<file path="src/hw/rtl/nnr_pkg.sv">
// Shared types and constants of the nearest node to ray search block.
package nnr_pkg;

  localparam int COORD_W     = 20;
  localparam int DIFF_W      = COORD_W + 1;
  localparam int DIR_W       = 16;
  localparam int AXES        = 3;
  localparam int IDX_W       = 16;
  localparam int MAX_NODES   = 65536;
  localparam int CNT_W       = $clog2(MAX_NODES + 1);
  localparam int DIST_W      = 44;
  localparam int OUT_DIST_W  = 45;
  localparam int QUEUE_DEPTH = 2;
  localparam int QPTR_W      = $clog2(QUEUE_DEPTH);
  localparam int QCNT_W      = $clog2(QUEUE_DEPTH + 1);

  localparam int T_W         = DIFF_W + DIR_W + 2;
  localparam int T_LO_W      = 19;
  localparam int T_HI_W      = T_W - T_LO_W;
  localparam int HI_W        = T_HI_W + DIR_W;
  localparam int MUL_W       = 26;
  localparam int PROD_W      = 2 * MUL_W;
  localparam int ROUND_SH    = 30;
  localparam int E_FULL_W    = 57;
  localparam int E_W         = 26;
  localparam int SUM_W       = PROD_W + 2;

  localparam int IN_DATA_W   = 112;
  localparam int DIR_LSB     = AXES * COORD_W;
  localparam int MODE_BIT    = DIR_LSB + AXES * DIR_W;
  localparam int OUT_DATA_W  = 64;

  localparam logic [DIST_W-1:0] DIST_MAX = {DIST_W{1'b1}};
  localparam logic signed [E_FULL_W-1:0] ROUND_HALF = E_FULL_W'(1) << (ROUND_SH - 1);

  typedef struct packed {
    logic                             clear;
    logic                             node;
    logic                             last;
    logic                             mode;
    logic [IDX_W-1:0]                 idx;
    logic [AXES-1:0][DIR_W-1:0]       dir;
    logic [AXES-1:0][DIFF_W-1:0]      d;
  } q_entry_t;

  typedef enum logic [3:0] {
    B_IDLE,
    B_DOT,
    B_SUMT,
    B_PH,
    B_PL,
    B_ERR,
    B_SQ,
    B_CMP,
    B_RES
  } back_state_t;

endpackage

</file>
<file path="src/hw/rtl/nnr_queue.sv">
// Short entry queue between the front end and the distance engine.
module nnr_queue (
  input  logic              clk,
  input  logic              rst_n,
  input  logic              push,
  input  nnr_pkg::q_entry_t wr_entry,
  input  logic              pop,
  output nnr_pkg::q_entry_t head,
  output logic              empty,
  output logic              full
);
  import nnr_pkg::*;

  q_entry_t            entries_r [QUEUE_DEPTH];
  logic [QPTR_W-1:0]   wr_ptr_r, wr_ptr_nxt;
  logic [QPTR_W-1:0]   rd_ptr_r, rd_ptr_nxt;
  logic [QCNT_W-1:0]   count_r, count_nxt;
  logic                do_pop;

  assign empty  = count_r == '0;
  assign full   = count_r == QCNT_W'(QUEUE_DEPTH);
  assign head   = entries_r[rd_ptr_r];
  assign do_pop = pop && !empty;

  always_comb begin
    wr_ptr_nxt = wr_ptr_r;
    rd_ptr_nxt = rd_ptr_r;
    count_nxt  = count_r;
    if (push) begin
      wr_ptr_nxt = (wr_ptr_r == QPTR_W'(QUEUE_DEPTH - 1)) ? '0 : wr_ptr_r + QPTR_W'(1);
    end
    if (do_pop) begin
      rd_ptr_nxt = (rd_ptr_r == QPTR_W'(QUEUE_DEPTH - 1)) ? '0 : rd_ptr_r + QPTR_W'(1);
    end
    if (push && !do_pop) begin
      count_nxt = count_r + QCNT_W'(1);
    end else if (!push && do_pop) begin
      count_nxt = count_r - QCNT_W'(1);
    end
  end

  always_ff @(posedge clk) begin
    if (push) begin
      entries_r[wr_ptr_r] <= wr_entry;
    end
  end

  always_ff @(posedge clk) begin
    if (!rst_n) begin
      wr_ptr_r <= '0;
      rd_ptr_r <= '0;
      count_r  <= '0;
    end else begin
      wr_ptr_r <= wr_ptr_nxt;
      rd_ptr_r <= rd_ptr_nxt;
      count_r  <= count_nxt;
    end
  end

endmodule

</file>
<file path="config.mk">
export PLATFORM = sky130hd
export DESIGN_NAME = nnr_queue
export DESIGN_NICKNAME = d
export VERILOG_FILES = /design/src/hw/rtl/nnr_pkg.sv /design/src/hw/rtl/nnr_queue.sv
export SDC_FILE = /design/constraint.sdc
export NUM_CORES = 1
export LEC_CHECK = 0
export ABC_AREA = 1
export BUFFER_PORTS_ARGS = -buffer_cell sky130_fd_sc_hd__buf_2
export CAP_MARGIN = 20
export CORE_MARGIN = 2
export CORE_UTILIZATION = 49
export CTS_BUF_LIST = sky130_fd_sc_hd__clkbuf_4 sky130_fd_sc_hd__clkbuf_8
export DETAILED_ROUTE_END_ITERATION = 12
export PLACE_DENSITY = 0.75
export SLEW_MARGIN = 20
export SYNTH_ARGS = -nofsm -noshare
export SYNTH_HDL_FRONTEND = slang
export SYNTH_SLANG_ARGS = --single-unit
</file>
<file path="constraint.sdc">
create_clock -name clk -period 8.4 [get_ports clk]
set_input_delay 0.42 -clock clk [delete_from_list [all_inputs] [get_ports clk]]
set_output_delay 0.42 -clock clk [all_outputs]
set_load 0.05 [all_outputs]
</file>
# Word level (Yosys, flattened, before mapping)
# Memory sizes are Yosys's and may differ from the RTL's. A register that Yosys moved wholly into a read port is not among the register bits.
# Cells that the tools add are included.
# word_totals
in_bits,135
word_cells,25
mem_count,1
out_inout_bits,133
reg_bits,4
ramBits,262
# memory_table
name,depth,word_bits,rd,rd_ports_with_merged_regs,write_ports,line_no,rtl
entries_r,2,131,1,1,1,nnr_queue.sv:14,q_entry_t entries_r [QUEUE_DEPTH];
# classes
n_reduce_logical,8
n_eq_ne,1
addsub,4
n_mux,8
# op_table
cell,count
2-to-1 mux 1 bit,6
2-to-1 mux 2 bit,2
logical AND 1 bit,3
zero test 1 bit,3
"adder 1 bit, second input constant",2
"adder 2 x 1 -> 2 bit, second input constant",1
"== test 2 bit, second input constant",1
zero test 2 bit,1
nonzero test 2 bit,1
"subtractor 2 x 1 -> 2 bit, second input constant",1

# Depth between registers and ports, before layout
# logic_depth
depth_word,6
depth_mapped,10
ltp_nobuf,10

# Worst setup path before layout
# No wires, ideal clock.
# synth_path
kind,input-to-reg
from,input push
to,"memory entries_r[0][0] (netlist name), enable pin"
cell_stages,2
n_path_buf,0
slack_ps,1835
setup_ps,626
t_arrival_ps,5939
required_ps,7774
path_cell_list,inv_1 -> nor2_1
# synth_via
elab_chain_len,2
# synth_rtl
item,line_no,rtl
from (decl),nnr_queue.sv:5,"input logic push,"
2-to-1 mux 1 bit,nnr_queue.sv:43,if (push) begin
2-to-1 mux 1 bit (implied by the code),nnr_queue.sv:44,entries_r[wr_ptr_r] <= wr_entry;
to (decl),nnr_queue.sv:14,
# Every way passes these cells.

==> reports/results.txt <==
PortBufs: 267
Max Clock Freq: 328 MHz
Area occupied by multi-input gates: 0.00192 mm²
#FFs+latches synth: 267
First-pass GRT wire length: 28000 µm
Netlist cell types: 15
Internal Pwr Total: 2360 µW
Final Hold Viols: 0
Largest net degree at the start of global routing: 79
Overall die height: 147 µm
Row cnt: 52
Die area: 0.0217 mm²
Worst vdd rail ir drop: 0.000205 V
Worst-Margin Slew: 1040 ps
Num CTS Buffers: 42
Post-synth top cells: edfxtp_1 (262), mux2_4 (90), mux2_2 (41)
Net Sw Power: 943 µW
Met3 WL: 1590 µm
Finish-stage setup viols: 0
Critical path data required time: 7980 ps
Leading area contributor after synthesis: edfxtp_1
Synth Cell Area: 0.0101 mm²
Layout Nets: 882
Sequential cell area: 0.00797 mm²
WL final: 18400 µm
Initial core utilization: 49.9%
Number of synthesized flops with an enable pin: 262
GP Congestion: 0.765
Top Layer Used: met5
Via count: 5127
Number of vias per cell: 4.89
Htree depth: 2
CP Capture Type: primary output
Clock Tree Root: clkbuf_8
M1 WL: 6930 µm
Total GRT Usage: 16.5%
Fin Setup TNS: 0 ps
Post-placement setup slack: 5760 ps
Antenna violations before repair: 5
Comb pwr share: 20.1%
Hold_buf cts: 0
Initial DRC Count: 299
Syn Nets: 581
Layout cells sized above 1: 60.8%
GRT Residual Overflow: 0
DRT Pass-1 Iters: 4
RSZ-0062 raised after global routing: no
Worst-path fanout max: 54
Pwr Density: 264 mW/mm²
Met2 WL: 9320 µm
Synth area leaders: edfxtp_1 (78%), mux2_4 (13%), mux2_2 (4.6%)
CTS max path bufs: 3
Most frequent cell after synthesis: edfxtp_1
# IOs: 268
Switching Fraction: 28.6%
Sequential share of the synthesized area: 79.2%
DR DRC count: 0
CTS tree: built
Pleak: 0.00492 µW
Syn avg cell area: 22.6 µm²
Reg clk slew, reported paths: 60 ps
Core Area: 0.0202 mm²
Vias in the first global route: 5533
Final ANT Viol Nets: 0
Wire length per cell: 17.5 µm
Maxcap violations: 0
Worst Setup Start Kind: flip-flop
Tmin final: 3050 ps
Die W: 147 µm
Final worst slack: 5350 ps
Clock Skews: 14.4 ps
Status: finished clean
Seq pwr share: 47.7%
Synth Warn #: 0
Layout fillers: 1502
Post-DP HPWL: 12200 µm
Skew-Pair Late Insertion Delay: 520 ps
Final core occ: 61.9%
Hold Worst Slack: 83.5 ps
Arr. time, crit path: 2630 ps
Slew HR: 30.5%
Post-Syn Instances: 445
Area grow syn2layout: 24.0%
Setup CP Type: flip-flop to primary output
Fin. max-slew vios: 0
Top FF cell, synth: edfxtp_1
Synth top area share: 78.2%
Period utilization: 36.3%
Async SR Flop Fraction: 0%
Setup Buffers After CTS: 0
Worst hold path type: primary input to flip-flop
Clk sink count: 267
Post-cts resize count: 0
Clock network power share: 32.2%
-- cells by family (layout without fill, tap and decap cells) --
logic type                 count (synthesis)  count (layout)  share of synthesized area (%)
DFF                                      267             267                           79.2
and+or+nand+nor                           20              20                          0.783
muxes                                    131             131                           18.0
AOI/OAI and AO/OA                          2               2                         0.0994
adders and majority gates                  1               1                          0.124
buffers and inverters                     24             355                           1.80
other                                      0               3                              0
-- registers in the layout, summed over array words and instances, names as in the netlist, named ones only --
register and count:
entries_r 262, wr_ptr_r 1, count_r 2, rd_ptr_r 1
-- placed cells by master, fill, tap and decap left out, drive strengths merged, types with 3 or more instances in the layout --
master,Yosys,routed
mux2,131,131
edfxtp,262,262
inv,9,9
buf,15,272
clkbuf,0,61
dfxtp,5,5
diode,0,3
clkinv,0,12
nand2,8,8
nor2,10,10
-- cell type report --
| class | instances | share of cell area, % |
|---|---|---|
| flip-flops and latches | 267 | 63.9 |
| repair buffers | 272 | 11.0 |
| inverters | 9 | 0.291 |
| multi-input cells | 154 | 15.4 |
| well taps | 270 | 2.71 |
| clock buffers | 61 | 6.03 |
| diodes | 3 | 0.0602 |
| clock inverters | 13 | 0.642 |
-- path summary, 6_finish.rpt --
check / start / to / slack, ps / cells after the start
setup / recovery: flip-flop / head[10] / 5350 / 3
hold / removal: wr_entry[32] / entries_r[1][32] / 80 / 1
setup reg to reg: wr_ptr_r / entries_r[1][86] / 5950 / 3
hold reg to reg: rd_ptr_r / flip-flop / 510 / 2
-- worst max-delay path, stage by stage (launching register included) --
cell and delay [ps]:
dfxtp_4 660, buf_4 740, mux2_2 410, buf_2 220
-- stage by stage --
stage,area [µm²],power [µW],std cells
final,12500,3300,1049
after global routing,12500,3430,1048
after CTS,12500,3340,1046
after detailed placement,11600,2270,972
after global placement,11600,2260,972
after floorplan,10100,2140,445
-- power by group through the flow --
stage	clock (µW)	sequential, µW	combinational [µW]
final	1060	1570	663
after global routing	1160	1580	692
after CTS	1090	1580	669
after detailed placement	0	1600	667
after global placement	0	1600	659
after floorplan	0	1600	546
-- per-layer routing --
layer | global-route usage [%] | up-vias
li1 | - | 2362
met1 | 18.7 | 2495
met2 | 28.3 | 221
met3 | 6.46 | 45
met4 | 6.44 | 4
met5 | 0 | -
Power figures use the tool's default switching activity.
