==> src/hw/rtl/nnr_pkg.sv <==
// Shared types and constants of the nearest node to ray search block.
package nnr_pkg;

  localparam int COORD_W     = 20;
  localparam int DIFF_W      = COORD_W + 1;
  localparam int DIR_W       = 16;
  localparam int AXES        = 3;
  localparam int IDX_W       = 16;
  localparam int MAX_NODES   = 65536;
  localparam int CNT_W       = $clog2(MAX_NODES + 1);
  localparam int DIST_W      = 44;
  localparam int OUT_DIST_W  = 45;
  localparam int QUEUE_DEPTH = 2;
  localparam int QPTR_W      = $clog2(QUEUE_DEPTH);
  localparam int QCNT_W      = $clog2(QUEUE_DEPTH + 1);

  localparam int T_W         = DIFF_W + DIR_W + 2;
  localparam int T_LO_W      = 19;
  localparam int T_HI_W      = T_W - T_LO_W;
  localparam int HI_W        = T_HI_W + DIR_W;
  localparam int MUL_W       = 26;
  localparam int PROD_W      = 2 * MUL_W;
  localparam int ROUND_SH    = 30;
  localparam int E_FULL_W    = 57;
  localparam int E_W         = 26;
  localparam int SUM_W       = PROD_W + 2;

  localparam int IN_DATA_W   = 112;
  localparam int DIR_LSB     = AXES * COORD_W;
  localparam int MODE_BIT    = DIR_LSB + AXES * DIR_W;
  localparam int OUT_DATA_W  = 64;

  localparam logic [DIST_W-1:0] DIST_MAX = {DIST_W{1'b1}};
  localparam logic signed [E_FULL_W-1:0] ROUND_HALF = E_FULL_W'(1) << (ROUND_SH - 1);

  typedef struct packed {
    logic                             clear;
    logic                             node;
    logic                             last;
    logic                             mode;
    logic [IDX_W-1:0]                 idx;
    logic [AXES-1:0][DIR_W-1:0]       dir;
    logic [AXES-1:0][DIFF_W-1:0]      d;
  } q_entry_t;

  typedef enum logic [3:0] {
    B_IDLE,
    B_DOT,
    B_SUMT,
    B_PH,
    B_PL,
    B_ERR,
    B_SQ,
    B_CMP,
    B_RES
  } back_state_t;

endpackage

==> src/hw/rtl/nnr_front.sv <==
// Front end: accepts items, keeps the query and the node count, builds queue entries.
module nnr_front (
  input  logic                              clk,
  input  logic                              rst_n,
  input  logic                              in_tvalid,
  output logic                              in_tready,
  // pos_x, pos_y, pos_z, dir_x, dir_y, dir_z, mode, zero fill
  input  logic [nnr_pkg::IN_DATA_W-1:0]     in_tdata,
  // kind
  input  logic                              in_tuser,
  input  logic                              in_tlast,
  input  logic                              q_full,
  output logic                              push,
  output nnr_pkg::q_entry_t                 entry
);
  import nnr_pkg::*;

  logic [AXES-1:0][COORD_W-1:0] origin_r, origin_nxt;
  logic [AXES-1:0][DIR_W-1:0]   dir_r, dir_nxt;
  logic                         mode_r, mode_nxt;
  logic [CNT_W-1:0]             cnt_r, cnt_nxt;
  logic                         room;

  assign in_tready = !q_full;
  assign push      = in_tvalid && in_tready;
  assign room      = cnt_r < CNT_W'(MAX_NODES);

  always_comb begin
    origin_nxt = origin_r;
    dir_nxt    = dir_r;
    mode_nxt   = mode_r;
    cnt_nxt    = cnt_r;
    if (push) begin
      if (!in_tuser) begin
        for (int i = 0; i < AXES; i++) begin
          origin_nxt[i] = in_tdata[COORD_W*i +: COORD_W];
          dir_nxt[i]    = in_tdata[DIR_LSB + DIR_W*i +: DIR_W];
        end
        mode_nxt = in_tdata[MODE_BIT];
        cnt_nxt  = '0;
      end else if (room) begin
        cnt_nxt = cnt_r + CNT_W'(1);
      end
      if (in_tlast) begin
        cnt_nxt = '0;
      end
    end
  end

  always_comb begin
    entry.clear = !in_tuser;
    entry.node  = in_tuser && room;
    entry.last  = in_tlast;
    entry.mode  = mode_r;
    entry.idx   = cnt_r[IDX_W-1:0];
    entry.dir   = dir_r;
    for (int i = 0; i < AXES; i++) begin
      entry.d[i] = DIFF_W'($signed(in_tdata[COORD_W*i +: COORD_W]))
                 - DIFF_W'($signed(origin_r[i]));
    end
  end

  always_ff @(posedge clk) begin
    if (!rst_n) begin
      origin_r <= '0;
      dir_r    <= '0;
      mode_r   <= 1'b0;
      cnt_r    <= '0;
    end else begin
      origin_r <= origin_nxt;
      dir_r    <= dir_nxt;
      mode_r   <= mode_nxt;
      cnt_r    <= cnt_nxt;
    end
  end

endmodule

==> config.mk <==
export PLATFORM = sky130hd
export DESIGN_NAME = nnr_front
export DESIGN_NICKNAME = d
export VERILOG_FILES = /design/src/hw/rtl/nnr_pkg.sv /design/src/hw/rtl/nnr_front.sv
export SDC_FILE = /design/constraint.sdc
export NUM_CORES = 1
export LEC_CHECK = 0
export BUFFER_PORTS_ARGS = -buffer_cell sky130_fd_sc_hd__buf_2
export CORE_ASPECT_RATIO = 1.4
export CORE_UTILIZATION = 57
export CTS_BUF_LIST = sky130_fd_sc_hd__clkbuf_4
export DETAILED_ROUTE_END_ITERATION = 10
export PLACE_DENSITY = 0.85
export SYNTH_ARGS = -nofsm -noshare
export SYNTH_HDL_FRONTEND = slang
export SYNTH_SLANG_ARGS = --single-unit
==> constraint.sdc <==
create_clock -name clk -period 7.53 [get_ports clk]
set_input_delay 1.1295 -clock clk [delete_from_list [all_inputs] [get_ports clk]]
set_output_delay 1.1295 -clock clk [all_outputs]
set_load 0.02 [all_outputs]
# After elaboration in Yosys (flattened, before gate mapping)
# Index checks and enable logic that the tools add are counted.
op_classes:
  n_addsub: 4
  bitwise_logic: 1
  n_div: 0
  reduce_logical: 6
  eq_ne: 1
  multipliers: 0
  n_shift: 0
  n_lt_le_gt_ge: 1
  muxes: 3
ops:
  columns: ["op", "n"]
  rows:
  - ["subtractor 20 x 20 -> 21 bit", 3]
  - ["2-to-1 mux 17 bit", 3]
  - ["adder 17 x 1 -> 17 bit (second input constant)", 1]
  - ["< comparator 17 bit (second input constant)", 1]
  - ["AND reduction 2 bit", 2]
  - ["inequality test 3 x 1 -> 1 bit (second input constant)", 1]
  - ["logical AND 1 bit", 2]
  - ["zero test 1 bit", 2]
  - ["NOT 1 bit", 1]
totals:
  memories: 0
  latch_bits: 0
  rom_bits: 0
  ramBits: 0
  elab_cells: 24
  reg_bits: 126
  output_inout_bits: 133

# Logic depth before layout (Yosys ltp)
logic_depth:
  word_depth: 4
  depth_mapped: 9

# Worst setup path before layout
# Ideal clock, no wire load.
synth_timing:
  kind: "in2out"
  startpoint: "in in_tdata[20] (netlist name)"
  endpoint: "out entry[37] (netlist name)"
  required_time_ns: 6.400
  path_buffers: 0
  t_arrival_ns: 3.199
  slack_ns: 3.201
  cell_stages: 9
  path_cell_list: "inv_1 > ha_1 > fa_1 > nor2b_1 > o21a_1 > o21ai_0 > a211oi_1 > nor4_1 > a311oi_1"
synth_rtl:
  columns: ["element", "line_no", "source"]
  rows:
  - ["start, declared", "nnr_front.sv:8", "input logic [nnr_pkg::IN_DATA_W-1:0] in_tdata,"]
  - ["end, declared", "nnr_front.sv:14", "output nnr_pkg::q_entry_t entry"]

==> results.py <==
metrics = {
    "timing": {
        "period_needed_ns": 4.60,
        "fmax_ghz": 0.217,
        "period_share_pct": 61.1,
        "final-hold-violation-count": 0,
        "setup_viol": 0,
        "worst_pin_slew_ns": 1.13,
        "rsz0062_at_grt": "no",
        "finalSetupTns_ns": 0,
        "layout_setup_ws_ns": 2.93,
        "relSlewSlack_pct": 24.6,
        "whs_ns": 0.472,
        "fin_worst_skew_ns": 0.0374,
        "finalMaxSlewViolations": 0,
    },
    "pwr": {
        "peakVddDrop_mv": 0.116,
        "powerDensity_mw_per_mm2": 171,
        "p_leak_nw": 4.21,
    },
    "drt": {
        "detail-route-antenna-nets": 0,
        "vias": 7970,
        "drc": 0,
        "routed_wl_mm": 20.1,
        "wl_per_cell_um": 13.5,
        "first_pass_iters": 4,
        "drt-initial-drc-count": 261,
        "routed_via_density": 5.35,
    },
    "critical_path": {
        "reg2reg_from": "cnt_r[2]",
        "crit_arrival_ns": 3.47,
        "cp-startpoint": "in_tdata[20]",
        "cp-start-kind": "input port",
        "cp.required_ns": 6.40,
        "worst_setup_path_end_kind": "primary output",
        "critPathMaxFanout": 4,
        "path_class": "input port to primary output",
    },
    "synthesis": {
        "ys_seq_area_share_pct": 30.8,
        "syn-num-nets": 1267,
        "synth_cells": 1085,
        "async_reset_ff_share_pct": 0,
        "synth_cell_type_count": 57,
        "synth_warnings": 0,
        "synth_seq_cells": 126,
        "avgSynthCellArea_um2": 7.56,
        "synthesis.area_mm2": 0.00820,
        "synth_ff_type": "dfxtp_1",
        "synth_edf_count": 0,
    },
    "floorplan": {
        "pin_count": 251,
        "die_x_um": 103,
        "dieArea_mm2": 0.0149,
        "start_util_pct": 58.7,
        "rows": 51,
        "die_y_um": 144,
        "core_area_mm2": 0.0140,
    },
    "cts": {
        "numCtsBuffers": 17,
        "cts_setup_buffers": 0,
        "post_cts_resized": 0,
        "cts_sinks": 126,
        "insertion_delay_ns": 0.54,
        "root_buffer": "clkbuf_4",
        "htree_levels": 4,
        "cts_tree": "built",
        "holdBufCountCts": 0,
        "cts_max_path_buffers": 2,
        "clkTransAtPathRegs_ns": 0.11,
    },
    "grt": {
        "grt_usage_pct": 27.0,
        "grt_pass1_wl_mm": 31.8,
        "grt_max_degree": 112,
        "grt_pass1_vias": 7374,
        "antenna_found_initial": 2,
        "overflow": 0,
    },
    "final_layout": {
        "stdcell_count": 1490,
        "final_nets": 1472,
        "area_delta_synth_final_pct": 18.0,
        "fin_area_mm2": 0.00968,
        "drive_gt1_share_pct": 22.6,
    },
    "run": {
        "maxCapViolations": 0,
    },
    "placement": {
        "dp.cells": 1456,
        "dp_slack_ns": 2.93,
        "place_area_mm2": 0.00940,
        "gp_congestion": 0.880,
        "place_hpwl_mm": 14.8,
        "placement.io_buffers": 247,
    },
    "outcome": {
        "status": "complete, no violations",
    },
    "min_path": {
        "hp-start": "entry[101]",
        "hp-class": "flop to flop",
    },
}
-- per-stage QoR --
stage / util, % / total power, W
finish: 69.2 / 0.00166
global route: 69.2 / 0.00175
CTS: 69.2 / 0.00167
detailed placement: 67.2 / 0.00120
global placement: 67.2 / 0.00119
floorplan: - / 0.00104
-- Yosys cell counts (all sizes together) (4+ instances only) --
master  instances  area [µm²]
a211oi          7        52.6
a21boi        114         856
a21o           24         180
a21oi          51         255
a31oi           4        25.0
and2            7        43.8
and3           11        68.8
buf            21         149
clkbuf         43         161
dfxtp         126        2520
ha             61         763
inv            83         312
nand2         260         976
nand2b          7        43.8
nand3          11        55.1
nand4           7        43.8
nor2           58         218
nor2b          15        93.8
nor3            8        40.0
o211ai          8        60.1
o21a           11        82.6
o21ai          29         145
o21bai          5        37.5
or2             4        25.0
or3            10        72.6
xnor2          32         280
xor2           21         184
-- layer usage --
| metal | GRT usage (%) | share of wire, % | vias up |
|---|---|---|---|
| met2 | 49.7 | 51 | 249 |
| li1 | - | - | 4064 |
| met5 | 0 | 0.070 | - |
| met4 | 13.0 | 3.1 | 2 |
| met3 | 6.23 | 6.5 | 51 |
| met1 | 28.1 | 39 | 3604 |
-- state kept, by name (all words and copies together) (netlist names) --
register	count
mode_r	1
origin_r	60
cnt_r	17
entry	48
-- cells in the final DEF (no fill, tap or decap), types with 3 or more instances in the layout --
| cell | n |
|---|---|
| buf_4 | 3 |
| dfxtp_1 | 126 |
| or3_1 | 8 |
| a311oi_1 | 3 |
| a21oi_1 | 51 |
| clkbuf_4 | 17 |
| nand2_1 | 259 |
| nand4_1 | 7 |
| clkinv_4 | 4 |
| nor3_1 | 8 |
| o31a_1 | 3 |
| inv_1 | 83 |
| inv_6 | 7 |
| o21bai_1 | 5 |
| a21boi_0 | 114 |
| xor2_1 | 21 |
| o21a_1 | 11 |
| nor2b_1 | 15 |
| or2_2 | 4 |
| a211oi_1 | 7 |
| a211o_1 | 3 |
| a21o_1 | 24 |
| o211ai_1 | 8 |
| nand2b_1 | 7 |
| ha_1 | 61 |
| o21ai_0 | 28 |
| a221oi_1 | 3 |
| and2_1 | 7 |
| a31oi_1 | 4 |
| and3_1 | 11 |
| nand3_1 | 11 |
| fa_1 | 3 |
| nor2_1 | 57 |
| xnor2_1 | 32 |
| buf_2 | 247 |
-- power breakdown --
group          switching, W  total [W]  internal, W
Clock              0.000298   0.000472     0.000174
Sequential       0.00000953   0.000695     0.000686
Combinational      0.000299   0.000490     0.000191
-- worst max-delay path, stage by stage --
cell      delay (ns)
buf_2           0.09
inv_1           0.04
ha_1            0.21
fa_1            0.41
nor2b_1         0.13
o21a_1          0.13
o21ai_0         0.17
a211oi_1        0.60
nor4_1          0.11
a311oi_1        0.25
buf_2           0.20
-- logic make-up after synthesis --
family / share of synthesized area (%)
muxes: 0.275
AOI/OAI and AO/OA: 24.4
xor gates and xnor gates: 5.66
and+or+nand+nor: 21.3
adders and majority gates: 10.0
buffers and inverters: 7.58
DFF: 30.8
-- final cells by class --
class	instances	area (µm²)
inverters	83	312
well taps	185	231
clock inverters	15	148
multi-input cells	812	5070
fillers	1232	4300
repair buffers	250	1260
flip-flops and latches	126	2520
clock buffers	17	128
diodes	2	5.00
-- final timing paths --
check,end,slack [ns],cells after the start
min,entry[101],0.47,2
min reg2reg,entry[101],0.47,2
max reg2reg,cnt_r[15],5.56,5
max,entry[37],2.93,11
Power figures use the tool's default switching activity.
